[src/design/sirc_pkg.sv]
`timescale 1ns / 1ps
`default_nettype none

package sirc_pkg;

  // Field widths and sizes.
  localparam int VALUE_WIDTH = 32;
  localparam int MAX_DIGITS  = 32;
  localparam int RADIX_W     = 6;
  localparam int CHAR_W      = 7;
  localparam int BIT_W       = $clog2(VALUE_WIDTH);
  localparam int ADDR_W      = $clog2(MAX_DIGITS);
  localparam int COUNT_W     = $clog2(MAX_DIGITS + 1);

  // Radix limits; values outside saturate to the nearest limit.
  localparam logic [RADIX_W-1:0] RADIX_MIN = RADIX_W'(2);
  localparam logic [RADIX_W-1:0] RADIX_MAX = RADIX_W'(36);

  // Character codes.
  localparam logic [CHAR_W-1:0] CHAR_MINUS  = CHAR_W'(8'h2D);
  localparam logic [CHAR_W-1:0] CHAR_ZERO   = CHAR_W'(8'h30);
  localparam logic [CHAR_W-1:0] CHAR_LETTER = CHAR_W'(8'h41);
  localparam logic [RADIX_W-1:0] DECIMAL_DIGITS = RADIX_W'(10);
  localparam logic [RADIX_W-1:0] DIGIT_TOP      = RADIX_W'(35);

  // Status of the serial divider as seen by the sequencer.
  typedef struct packed {
    logic busy;
    logic done;
    logic quot_zero;
  } div_status_t;

  // Maps a digit value to its ASCII character, 0-9 then A-Z.
  function automatic logic [CHAR_W-1:0] digit_char(input logic [RADIX_W-1:0] d);
    logic [RADIX_W-1:0] dc;
    dc = (d > DIGIT_TOP) ? DIGIT_TOP : d;
    if (dc < DECIMAL_DIGITS) begin
      return CHAR_ZERO + CHAR_W'(dc);
    end
    return CHAR_LETTER + CHAR_W'(dc - DECIMAL_DIGITS);
  endfunction

endpackage

`default_nettype wire

[src/design/sirc_divider.sv]
`timescale 1ns / 1ps
`default_nettype none

// Restoring divider that retires one quotient bit per cycle.
module sirc_divider import sirc_pkg::*; (
  input  wire logic                   clk_i,
  input  wire logic                   rst_ni,
  input  wire logic                   start_i,
  input  wire logic [VALUE_WIDTH-1:0] dividend_i,
  input  wire logic [RADIX_W-1:0]     divisor_i,
  output logic      [VALUE_WIDTH-1:0] quotient_o,
  output logic      [RADIX_W-1:0]     remainder_o,
  output div_status_t                 status_o
);

  logic                   busy_q, busy_d;
  logic                   done_q, done_d;
  logic [BIT_W-1:0]       bit_q, bit_d;
  logic [VALUE_WIDTH-1:0] mag_q;
  logic [RADIX_W-1:0]     rem_q;
  logic [RADIX_W-1:0]     div_q;
  logic [RADIX_W:0]       trial;
  logic [RADIX_W:0]       diff;
  logic                   fits;

  // One step of long division: bring down the next bit and try a subtract.
  assign trial = {rem_q, mag_q[VALUE_WIDTH-1]};
  assign diff  = trial - {1'b0, div_q};
  assign fits  = trial >= {1'b0, div_q};

  // Step counter and completion pulse.
  always_comb begin
    busy_d = busy_q;
    bit_d  = bit_q;
    done_d = busy_q && (bit_q == '0);
    if (start_i) begin
      busy_d = 1'b1;
      bit_d  = BIT_W'(VALUE_WIDTH - 1);
    end else if (busy_q) begin
      bit_d = bit_q - BIT_W'(1);
      if (bit_q == '0) begin
        busy_d = 1'b0;
      end
    end
  end

  always_ff @(posedge clk_i or negedge rst_ni) begin
    if (!rst_ni) begin
      busy_q <= 1'b0;
      done_q <= 1'b0;
      bit_q  <= '0;
    end else begin
      busy_q <= busy_d;
      done_q <= done_d;
      bit_q  <= bit_d;
    end
  end

  // The dividend register fills with quotient bits from the bottom.
  always_ff @(posedge clk_i) begin
    if (start_i) begin
      mag_q <= dividend_i;
      rem_q <= '0;
      div_q <= divisor_i;
    end else if (busy_q) begin
      mag_q <= {mag_q[VALUE_WIDTH-2:0], fits};
      rem_q <= fits ? diff[RADIX_W-1:0] : trial[RADIX_W-1:0];
    end
  end

  assign quotient_o         = mag_q;
  assign remainder_o        = rem_q;
  assign status_o.busy      = busy_q;
  assign status_o.done      = done_q;
  assign status_o.quot_zero = (mag_q == '0);

endmodule

`default_nettype wire

[src/design/signed_integer_to_radix_digits.sv]
// Converts a signed 32-bit number to its ASCII text in a radix from 2 to 36
// (other radix codes saturate to the nearest limit), most significant
// character first, with a leading '-' for negative values, '0' for zero and
// last_o set on the final character. One number is handled at a time. Each
// digit is divided out by the restoring divider, one quotient bit per cycle.
// Each digit character is then read back from the digit store (S_RD), turned
// into a character (S_LOAD) and handed to the output register (S_PUT), and
// the minus sign goes straight to the output register. The block takes no new
// number until the last character of the current one has been loaded, and a
// stalled output holds it in S_PUT. The digit store needs no clearing after
// reset.
`timescale 1ns / 1ps
`default_nettype none

module signed_integer_to_radix_digits import sirc_pkg::*; (
  input  wire logic                          clk_i,
  input  wire logic                          rst_ni,
  input  wire logic                          in_valid_i,
  output logic                               in_ready_o,
  input  wire logic signed [VALUE_WIDTH-1:0] number_i,
  input  wire logic        [RADIX_W-1:0]     radix_i,
  output logic                               out_valid_o,
  input  wire logic                          out_ready_i,
  output logic             [CHAR_W-1:0]      char_code_o,
  output logic                               last_o
);

  typedef enum logic [4:0] {
    S_IDLE = 5'b00001,
    S_DIV  = 5'b00010,
    S_RD   = 5'b00100,
    S_LOAD = 5'b01000,
    S_PUT  = 5'b10000
  } state_e;

  state_e                 state_q, state_d;
  logic [COUNT_W-1:0]     cnt_q, cnt_d;
  logic                   neg_q, neg_d;
  logic [RADIX_W-1:0]     radix_q, radix_d;
  logic [CHAR_W-1:0]      pend_char_q, pend_char_d;
  logic                   pend_last_q, pend_last_d;
  logic                   out_valid_q;
  logic [CHAR_W-1:0]      char_q;
  logic                   last_q;
  logic [RADIX_W-1:0]     store_q [MAX_DIGITS];
  logic [RADIX_W-1:0]     rd_data_q;

  logic                   in_acc;
  logic [VALUE_WIDTH-1:0] raw;
  logic                   neg_in;
  logic [VALUE_WIDTH-1:0] mag_in;
  logic [RADIX_W-1:0]     radix_sat;
  logic                   div_start;
  logic [VALUE_WIDTH-1:0] dividend;
  logic [RADIX_W-1:0]     divisor;
  logic [VALUE_WIDTH-1:0] quotient;
  logic [RADIX_W-1:0]     remainder;
  div_status_t            div_st;
  logic                   wr_en;
  logic                   rd_en;
  logic [ADDR_W-1:0]      wr_addr;
  logic [ADDR_W-1:0]      rd_addr;
  logic                   out_load;
  logic [COUNT_W-1:0]     cnt_dec;

  // Input decode: magnitude as unsigned so the most negative value is exact.
  assign in_ready_o = (state_q == S_IDLE);
  assign in_acc     = in_valid_i && in_ready_o;
  assign raw        = number_i;
  assign neg_in     = raw[VALUE_WIDTH-1];
  assign mag_in     = neg_in ? (~raw + VALUE_WIDTH'(1)) : raw;

  always_comb begin
    radix_sat = radix_i;
    if (radix_i < RADIX_MIN) begin
      radix_sat = RADIX_MIN;
    end else if (radix_i > RADIX_MAX) begin
      radix_sat = RADIX_MAX;
    end
  end

  sirc_divider u_divider (
    .clk_i       (clk_i),
    .rst_ni      (rst_ni),
    .start_i     (div_start),
    .dividend_i  (dividend),
    .divisor_i   (divisor),
    .quotient_o  (quotient),
    .remainder_o (remainder),
    .status_o    (div_st)
  );

  assign cnt_dec = cnt_q - COUNT_W'(1);
  assign wr_addr = cnt_q[ADDR_W-1:0];
  assign rd_addr = cnt_dec[ADDR_W-1:0];

  // Sequencer: divide out digits, emit any minus sign, then read the digits back in reverse; a zero goes straight out.
  always_comb begin
    state_d     = state_q;
    cnt_d       = cnt_q;
    neg_d       = neg_q;
    radix_d     = radix_q;
    pend_char_d = pend_char_q;
    pend_last_d = pend_last_q;
    div_start   = 1'b0;
    dividend    = quotient;
    divisor     = radix_q;
    wr_en       = 1'b0;
    rd_en       = 1'b0;
    out_load    = 1'b0;
    unique case (state_q)
      S_IDLE: begin
        if (in_acc) begin
          if (raw == '0) begin
            pend_char_d = CHAR_ZERO;
            pend_last_d = 1'b1;
            state_d     = S_PUT;
          end else begin
            div_start = 1'b1;
            dividend  = mag_in;
            divisor   = radix_sat;
            radix_d   = radix_sat;
            neg_d     = neg_in;
            cnt_d     = '0;
            state_d   = S_DIV;
          end
        end
      end
      S_DIV: begin
        if (div_st.done) begin
          wr_en = 1'b1;
          cnt_d = cnt_q + COUNT_W'(1);
          if (div_st.quot_zero || (cnt_q == COUNT_W'(MAX_DIGITS - 1))) begin
            if (neg_q) begin
              pend_char_d = CHAR_MINUS;
              pend_last_d = 1'b0;
              state_d     = S_PUT;
            end else begin
              state_d = S_RD;
            end
          end else begin
            div_start = 1'b1;
          end
        end
      end
      S_RD: begin
        rd_en   = 1'b1;
        state_d = S_LOAD;
      end
      S_LOAD: begin
        pend_char_d = digit_char(rd_data_q);
        pend_last_d = (cnt_q == COUNT_W'(1));
        cnt_d       = cnt_dec;
        state_d     = S_PUT;
      end
      S_PUT: begin
        if (!out_valid_q || out_ready_i) begin
          out_load = 1'b1;
          state_d  = pend_last_q ? S_IDLE : S_RD;
        end
      end
      default: state_d = S_IDLE;
    endcase
  end

  always_ff @(posedge clk_i or negedge rst_ni) begin
    if (!rst_ni) begin
      state_q     <= S_IDLE;
      cnt_q       <= '0;
      out_valid_q <= 1'b0;
    end else begin
      state_q <= state_d;
      cnt_q   <= cnt_d;
      if (out_load) begin
        out_valid_q <= 1'b1;
      end else if (out_ready_i) begin
        out_valid_q <= 1'b0;
      end
    end
  end

  // Payload registers.
  always_ff @(posedge clk_i) begin
    neg_q       <= neg_d;
    radix_q     <= radix_d;
    pend_char_q <= pend_char_d;
    pend_last_q <= pend_last_d;
    if (out_load) begin
      char_q <= pend_char_q;
      last_q <= pend_last_q;
    end
  end

  // Digit store, least significant digit at the lowest address.
  always_ff @(posedge clk_i) begin
    if (wr_en) begin
      store_q[wr_addr] <= remainder;
    end
    if (rd_en) begin
      rd_data_q <= store_q[rd_addr];
    end
  end

  assign out_valid_o = out_valid_q;
  assign char_code_o = char_q;
  assign last_o      = last_q;

  // The divider only runs while digits are being produced.
  assert property (@(posedge clk_i) disable iff (!rst_ni)
    div_st.busy |-> (state_q == S_DIV))
    else $error("divider busy outside the divide phase");

  // A zero input goes straight to a single '0' character.
  assert property (@(posedge clk_i) disable iff (!rst_ni)
    (in_acc && (raw == '0)) |=> ((state_q == S_PUT) && pend_char_q == CHAR_ZERO && pend_last_q))
    else $error("zero input not turned into a lone zero character");

  // The digit count never runs past the store.
  assert property (@(posedge clk_i) disable iff (!rst_ni)
    cnt_q <= COUNT_W'(MAX_DIGITS))
    else $error("digit count beyond store depth");

  // Digits are read back only when some remain.
  assert property (@(posedge clk_i) disable iff (!rst_ni)
    (state_q == S_RD) |-> (cnt_q != '0))
    else $error("digit read with an empty store");

endmodule

`default_nettype wire

[config.mk]
export PLATFORM = sky130hd
export DESIGN_NAME = signed_integer_to_radix_digits
export DESIGN_NICKNAME = d
export VERILOG_FILES = /design/src/design/sirc_pkg.sv /design/src/design/sirc_divider.sv /design/src/design/signed_integer_to_radix_digits.sv
export SDC_FILE = /design/constraint.sdc
export NUM_CORES = 1
export LEC_CHECK = 0
export ABC_AREA = 0
export CELL_PAD_IN_SITES_DETAIL_PLACEMENT = 1
export CELL_PAD_IN_SITES_GLOBAL_PLACEMENT = 2
export CORE_MARGIN = 2
export CORE_UTILIZATION = 45
export CTS_CLUSTER_SIZE = 24
export DETAILED_ROUTE_END_ITERATION = 6
export DONT_BUFFER_PORTS = 1
export MAX_ROUTING_LAYER = met4
export PLACE_DENSITY = 0.78
export SYNTH_ARGS = -nofsm -noshare
export SYNTH_HDL_FRONTEND = slang
export SYNTH_HIERARCHICAL = 1
export SYNTH_SLANG_ARGS = --single-unit
[constraint.sdc]
create_clock -name clk_i -period 8 [get_ports clk_i]
set_input_delay 1.6 -clock clk_i [delete_from_list [all_inputs] [get_ports clk_i]]
set_output_delay 1.6 -clock clk_i [all_outputs]
set_load 0.01 [all_outputs]
# == Yosys cells after proc, flatten, opt, wreduce, memory -nomap -nowiden ==
# Memories as Yosys holds them, arrays and structs flattened. A register that Yosys moved wholly into a read port is not among the register bits.
# Cells that the tools add are included.
# classes
addsub,8
magnitude_cmp,5
n_eq_ne,17
muxes,60
n_bitwise,2
reduce_logical,16
# ops
operator,n
$mux W32,6
$logic_not A32 Y1,2
$mux W6,10
$mux W7,7
$mux W5,8
$add A32 B1 Y32 const B,1
$not A32 Y32,1
$pmux W5 S5,1
$mux W1,23
$pmux W7 S3,1
$pmux W6 S3,1
$ne A2 B2 Y1 const B,7
$gt A6 B6 Y1 const B,2
$reduce_and A4 Y1,3
$add A6 B6 Y7 const A,1
$add A7 B7 Y7 const A,1
$ge A7 B6 Y1,1
$sub A6 B4 Y7 const B,1
$add A6 B1 Y6 const B,1
$eq A6 B1 Y1 const B,1
$eq A6 B5 Y1 const B,1
$lt A6 B2 Y1 const B,1
$lt A6 B4 Y1 const B,1
$ne A2 B1 Y1 const B,3
20 further kinds,23
# word_totals
reg_bits,86
ram_bits,192
inputBits,42
output_inout_bits,10
word_cells,124
n_memories,1
# mem_list
memory,depth,width,read_ports,rd_clocked_by_memory_dff,write_ports,line_no,source
store_q,32,6,1,1,1,signed_integer_to_radix_digits.sv:45,logic [RADIX_W-1:0] store_q [MAX_DIGITS];

# == Logic depth before layout (Yosys ltp) ==
# Gate-level depths: netlist of run 1.
# logic_depth
depth_word,7
depth_mapped,12
ltp_nobuf,10

# == Cells and area by module ==
# The synthesis of run 1 kept the hierarchy.
# by_module_without_submodules
mod,n_inst,cells_each,area_each_um2,seq_area_each_um2
signed_integer_to_radix_digits,1,682,10420.0,6877.8
sirc_divider,1,193,2501.1,1436.4

# == Worst setup path before layout of run 1 ==
# No wires, ideal clock.
# synth_path
path_kind,input port to flip-flop
startpoint,in number_i[0]
endpoint,"reg u_divider.mag_q[0] (netlist: u_divider/quotient_o[0]), enable pin"
setup_time_ns,0.329
arrival_time_ns,4.411
required_ns,7.671
path_slack_ns,3.260
path_stages,11
path_buffers,3
cell_sequence,inv_1 > ha_1 > or3b_2 > nor3_1 > nand4_1 > nand3_2 > buf_2 > o21ai_0 > buf_2 > clkbuf_1 > or2_2
# synth_via
elab_chain_cells,6
elab_cells_between_ends,9
cone_classes,eq/ne (3); mux (3); reduce/logical (3)
# synth_rtl
element,line_no,source
"start, declared",signed_integer_to_radix_digits.sv:20,"input wire logic signed [VALUE_WIDTH-1:0] number_i,"
$logic_not A32 Y1 *,signed_integer_to_radix_digits.sv:114,if (raw == '0) begin
$mux W1 *,signed_integer_to_radix_digits.sv:114,
$mux W1 *,signed_integer_to_radix_digits.sv:113,if (in_acc) begin
$pmux W1 S2 *,signed_integer_to_radix_digits.sv:111,unique case (state_q)
named net div_start,signed_integer_to_radix_digits.sv:53,logic div_start;
$ne A2 B2 Y1 (no source line) / $reduce_bool A2 Y1 (equally long branches),-,
$reduce_and A4 Y1 (no source line) *,-,
"end signal, assigned",sirc_divider.sv:62,mag_q <= dividend_i;
"end signal, assigned",sirc_divider.sv:66,"mag_q <= {mag_q[VALUE_WIDTH-2:0], fits};"
"end, declared",sirc_divider.sv:19,logic [VALUE_WIDTH-1:0] mag_q;
# Mark *: on every way through the listed nets, which the timed path passes. The rest lies on a longest branch.
# A chain may end at the register's enable or synchronous reset.

# == Worst setup path after layout of run 1 ==
# layout_path
startpoint,in number_i[0]
endpoint,"reg u_divider.mag_q[2] (netlist: u_divider/quotient_o[2]), enable pin"
# Same word-level chain as after synthesis.

==> flow_metrics.tcl, run 1 <==
set metrics [dict create \
    maxSlewHeadroom_pct 16.01 \
    diodes 0 \
    switchingPower_uw 1604 \
    final.setup.tns_ns 0 \
    arrival_ns 4.95 \
    drive_gt1_share_pct 18.99 \
    run_status "finished clean" \
    design.die.area_um2 30070 \
    worstSetupStartpointType "input port" \
    leakage_uw 0.004813 \
    clock_latency_ns 0.55 \
    multiInputGateArea_um2 4340 \
    cts_sinks 284 \
    port_buffers 0 \
    hold_path.startpoint "pend_char_q[0]$_DFFE_PP_" \
    dp_hpwl_mm 19.15 \
    pwr-share-seq_pct 42.7 \
    syn-num-nets 932 \
    p_comb_share_pct 28.1 \
    wl_mm 28.52 \
    dr.pass1.iters 5 \
    rsz0062_at_grt "false" \
    clk_path_buf_depth 3 \
    die_x_um 173.4 \
    r2r_start "cnt_q[0]$_DFFE_PN0P_" \
    numCtsBuffers 30 \
    clockRootBuffer "clkbuf_16" \
    dp.cells 1223 \
    regArea_um2 8318 \
    grt-ovfl-total 0 \
    fillers 2767 \
    powerDensity_nw_per_um2 367.1 \
    rr_worst_depth 7 \
    worstHoldEndpoint "char_code_o[0]$_DFFE_PP_" \
    cp.required_ns 8.19 \
    netlist_instances 874 \
    htree_num_levels 1 \
    setup_viol 0 \
    synthesis.area_um2 12910 \
    worst_slew_pin_slew_ns 1.258 \
    critical_path_class "in -> reg" \
    grt_first_pass_wirelength_mm 45.73 \
    cap_violations 0 \
    cts_tree "built" \
    hold_path.class "reg -> reg" \
    crit_fanout 71 \
    worst_setup_path_end_kind "flip-flop" \
    grt_pass1_vias 7986 \
    fmaxAchievable_mhz 210.2 \
    fin_worst_skew_ns 0.01111 \
    clock_power_share_pct 29.2 \
    regToRegEndpoint "u_divider/quotient_o[2]$_DFFE_PP_" \
    fp-row-count 62 \
    grt_use_total_pct 19.99 \
    initial_core_util_pct 45.36 \
    final_nets 929 \
    swShare_pct 30.33 \
    antenna_found_initial 0 \
    die_h_um 173.4 \
    remaining_drc_errors 0 \
    path_clk_slew_ns 0.06 \
    antenna_left 0 \
    wl_per_cell_um 22.30 \
    instances_no_fill 1279 \
    worst_ir_drop_vdd_uv 245.8 \
    syn_to_final_growth_pct 11.55 \
    via_per_inst 5.723 \
    drt_iter0_markers 446 \
    ys_warn_count 6 \
    grt_max_degree 72 \
    core_um2 28470 \
    period_minus_slack_ns 4.758 \
    cts_resized 0 \
    post-cts-setup-buffer-count 0 \
    p_int_uw 3685 \
    hold_viol 0 \
    dp_worst_setup_slack_ns 2.684 \
    setup_ws_ns 3.242 \
    routabilityCongestion 0.8220 \
    via_count 7320 \
    slew_violations 0 \
    hold_depth 0 \
    ios 52 \
    fin_crit_sh_pct 59.47 \
    hold_buffers 0 \
    avgSynthCellArea_um2 14.78 \
    reg2reg_slack_ns 4.06 \
]
## layout by cell type (no fill, tap or decap), types with 4 or more instances in the layout
master,instances
a211oi_1,7
a21oi_1,13
a31oi_1,4
and3_1,5
buf_4,7
bufinv_16,8
clkbuf_1,5
clkbuf_16,31
clkinv_1,4
clkinv_2,4
dfrtp_1,17
dfxtp_1,10
edfxtp_1,253
ha_1,15
inv_1,24
mux2_2,38
mux2i_1,5
mux4_2,60
nand2_1,70
nand2b_1,14
nand3_1,17
nand3b_1,4
nand4_1,5
nor2_1,69
nor2b_1,4
nor3_1,13
nor4_1,11
o21ai_0,59
o31ai_1,5
o41ai_1,7
or3_1,9
or4_1,6
xnor2_1,9
xor2_1,30
## layer usage
layer  wire [um]  part of all wire [%]  GRT usage (%)  up-vias
li1            -                     -              -     3375
met5           0                     0              -        -
met1       12250                    43          25.31     3771
met3         917                   3.2          2.566       44
met2       14650                    51          33.90      130
met4         690                   2.4          5.968        0
## per-stage QoR
stage,cell area [um^2],util (%),power [uW],hold slack (ns)
after floorplan,12910,-,3311,0.4003
after global placement,13280,46.66,3678,0.4176
after detailed placement,13280,46.66,3787,0.4146
after CTS,14400,50.59,5342,0.4277
after global routing,14410,50.60,5560,0.4298
final,14410,50.60,5288,0.4241
## final cells by class
type / instances / share of cell area, %
clock inverter: 17 / 1.972
sequential: 284 / 57.74
clock buffer: 39 / 5.802
tap: 384 / 3.335
timing repair buffer: 7 / 0.3648
multi-input combinational: 523 / 30.13
inverter: 25 / 0.6514
## power by group through the flow
stage	Combinational, uW	Clock (uW)	Sequential [uW]
final	1490	1540	2260
after global routing	1640	1620	2300
after CTS	1510	1570	2260
after detailed placement	1490	0	2290
after global placement	1420	0	2260
after floorplan	1140	0	2170
## flip-flops by register name (all words and copies together), names as in the netlist, 5 cells and up
signal	cells
u_divider/div_q	6
char_code_o	7
pend_char_q	7
state_q	5
u_divider/remainder_o	6
u_divider/quotient_o	32
cnt_q	6
rd_data_q	6
u_divider/bit_q	5
store_q	192
radix_q	6
## worst max-delay path by stage
stage           startpoint                                 end  slack [ns]
2_1_floorplan  number_i[0]   u_divider/quotient_o[0]$_DFFE_PP_        3.26
3_3_place_gp   number_i[0]  u_divider/quotient_o[10]$_DFFE_PP_        2.81
3_5_place_dp   number_i[0]  u_divider/quotient_o[10]$_DFFE_PP_        2.68
4_1_cts        number_i[0]  u_divider/quotient_o[25]$_DFFE_PP_        3.25
5_1_grt        number_i[0]   u_divider/quotient_o[4]$_DFFE_PP_        2.90
6_report       number_i[0]   u_divider/quotient_o[2]$_DFFE_PP_        3.24
## critical path, cell delays in order
cell and delay (ns):
inv_1 0.05, ha_1 0.17, or3b_2 0.51, nor3_1 0.48, nand4_1 0.29, nand3_2 0.14, buf_4 0.52, o21ai_4 0.09
buf_4 0.32, or2_2 0.68
No activity file was read; power rests on OpenSTA's default activity.
==> inputs of run 2 (changes only) <==
ABC_AREA = 1   (was 0)
CORE_UTILIZATION = 37   (was 45)
PLACE_DENSITY = 0.76   (was 0.78)
clock period = 3.9 ns   (was 8 ns; I/O delays follow)
==> run 2 against run 1 <==
Effect of this change: global-route usage decreased by 0.33 points; clock skew grew 0.016 ns; critical endpoint is now rd_data_q[2]$_DFFE_PP_; first-iteration DRC count rose by 13%; sequential share of layout area fell by 3.4 points; largest cell class unchanged; sequential power grew 78%; clock power rose by 97%; total power grew 56%.
==> flow_metrics.tcl, run 2 <==
set metrics [dict create \
    fmaxAchievable_mhz 347.9 \
    clock_power_share_pct 36.9 \
    worst_ir_drop_vdd_uv 294.5 \
    syn_to_final_growth_pct 10.76 \
    antenna_found_initial 0 \
    multiInputGateArea_um2 4792 \
    layout_common_cells "294 x nand2_1, 264 x nor2_1, 253 x edfxtp_1" \
    period_minus_slack_ns 2.874 \
    via_count 9929 \
    critical_path_class "reg -> reg" \
    synthesis.area_um2 13820 \
    wl_per_cell_um 19.05 \
    regMostFlops "store_q" \
    grt_first_pass_wirelength_mm 57.98 \
    initial_core_util_pct 37.66 \
    netlist_instances 1430 \
    slew_violations 0 \
    run_status "finished clean" \
    antenna_left 0 \
    fp-row-count 70 \
    grt_max_degree 57 \
    r2r_start "cnt_q[1]$_DFFE_PN0P_" \
    switchingPower_uw 2191 \
    whs_ns 0.1213 \
    maxSlewHeadroom_pct 35.33 \
    largest_reg_flops 192 \
    p_comb_share_pct 14.2 \
    swShare_pct 26.62 \
    regArea_um2 8315 \
    clock_latency_ns 0.52 \
    ys_warn_count 6 \
    drt_iter0_markers 503 \
    cts_resized 0 \
    clk_path_buf_depth 3 \
    die_h_um 197.3 \
    dr.pass1.iters 4 \
    fin_crit_sh_pct 73.69 \
    hold_path.class "in -> async" \
    htree_num_levels 2 \
    core_um2 36700 \
    via_per_inst 5.182 \
    diodes 0 \
    worst_slew_pin_slew_ns 0.9668 \
    final.setup.tns_ns 0 \
    cp.required_ns 4.14 \
    rsz0062_at_grt "false" \
    worstSetupStartpointType "flip-flop" \
    setup_viol 0 \
    arrival_ns 3.12 \
    hold_viol 0 \
    worst_setup_path_end_kind "flip-flop" \
    grt_pass1_vias 10590 \
    design.die.area_um2 38920 \
    powerDensity_nw_per_um2 537.7 \
    avgSynthCellArea_um2 9.665 \
    fillers 4186 \
    dp_hpwl_mm 24.30 \
    syn-num-nets 1488 \
    remaining_drc_errors 0 \
    regToRegEndpoint "rd_data_q[2]$_DFFE_PP_" \
    port_buffers 0 \
    p_total_uw 8230 \
    ios 52 \
    cts_sinks 284 \
    final_nets 1484 \
    grt_use_total_pct 19.66 \
    routabilityCongestion 0.7758 \
    die_x_um 197.3 \
    path_clk_slew_ns 0.06 \
    reg2reg_slack_ns 1.03 \
    final_common_cell "nand2_1" \
    grt-ovfl-total 0 \
    rr_worst_depth 10 \
    cts_tree "built" \
    crit_fanout 25 \
    fin_worst_skew_ns 0.02692 \
    leakage_uw 0.005732 \
    final_util_pct 41.71 \
    cap_violations 0 \
    pwr-share-seq_pct 48.8 \
    p_int_uw 6040 \
    clockRootBuffer "clkbuf_16" \
    drive_gt1_share_pct 8.978 \
    numCtsBuffers 34 \
    wl_mm 36.50 \
]
## run 2: changes by cell type in the layout (fill, tap and decap cells not counted), sizes merged, moves of 11 or more
cell	change
or3	-11
o211ai	+39
nand3	+59
inv	+76
mux2	-38
o21ai	+107
xor2	-14
nand2b	-14
buf	+14
nor2	+206
nand2	+243
mux4	-60
## run 2: layer usage
| layer | vias up | share of wire (%) | GRT usage (%) |
|---|---|---|---|
| li1 | 4866 | - | - |
| met1 | 4850 | 44 | 24.44 |
| met5 | - | 0 | - |
| met3 | 62 | 2.9 | 2.442 |
| met2 | 151 | 50 | 33.63 |
| met4 | 0 | 2.8 | 5.876 |
## run 2: through the flow
| step | setup slack (ns) | cell area [um^2] | std cells |
|---|---|---|---|
| global placement | 0.8936 | 14230 | 1857 |
| detailed placement | 0.7865 | 14230 | 1857 |
| floorplan | 0.5607 | 13820 | 1430 |
| CTS | 1.025 | 15310 | 1916 |
| finish | 1.026 | 15310 | 1916 |
| global route | 0.8207 | 15310 | 1916 |
## run 2: worst max-delay path by stage
stage	startpoint	endpoint	slack, ns	cells past startpoint
after detailed placement	number_i[0]	u_divider/quotient_o[31]$_DFFE_PP_	0.79	11
after CTS	cnt_q[1]$_DFFE_PN0P_	rd_data_q[2]$_DFFE_PP_	1.02	10
final	cnt_q[1]$_DFFE_PN0P_	rd_data_q[2]$_DFFE_PP_	1.03	10
after global placement	number_i[0]	u_divider/busy_q$_DFF_PN0_	0.89	12
after global routing	u_divider/quotient_o[0]$_DFFE_PP_	pend_char_q[1]$_DFFE_PP_	0.82	7
after floorplan	number_i[0]	u_divider/quotient_o[0]$_DFFE_PP_	0.56	11
## run 2: final cells by class
class / instances / share of cell area, %
Timing Repair Buffer: 22 / 1.177
Inverter: 99 / 2.428
Clock buffer: 45 / 5.893
Tap cell: 468 / 3.825
Sequential cell: 284 / 54.32
Clock inverter: 13 / 1.046
Multi-Input combinational cell: 985 / 31.31
## run 2: critical path, cell delays in order, from the launching register on
cell	delay, ns
dfrtp_1	0.46
inv_1	0.16
ha_1	0.29
xor2_4	0.17
buf_4	0.25
inv_2	0.49
o211ai_1	0.32
nand3_1	0.15
o21ai_1	0.10
nand2_1	0.09
nand2_1	0.10
## run 2: power groups by stage
stage	logic, uW	clock network, uW	registers [uW]
5_1_grt	1330	3230	4050
3_5_place_dp	1180	0	4080
6_report	1170	3040	4020
2_1_floorplan	624	0	4170
3_3_place_gp	1130	0	4080
4_1_cts	1190	3110	4020
## run 2: timing repair
item	4_1_cts	5_1_grt
hold buffers	1	0
buffers inserted	0	0
hold endpoints to repair	18	0
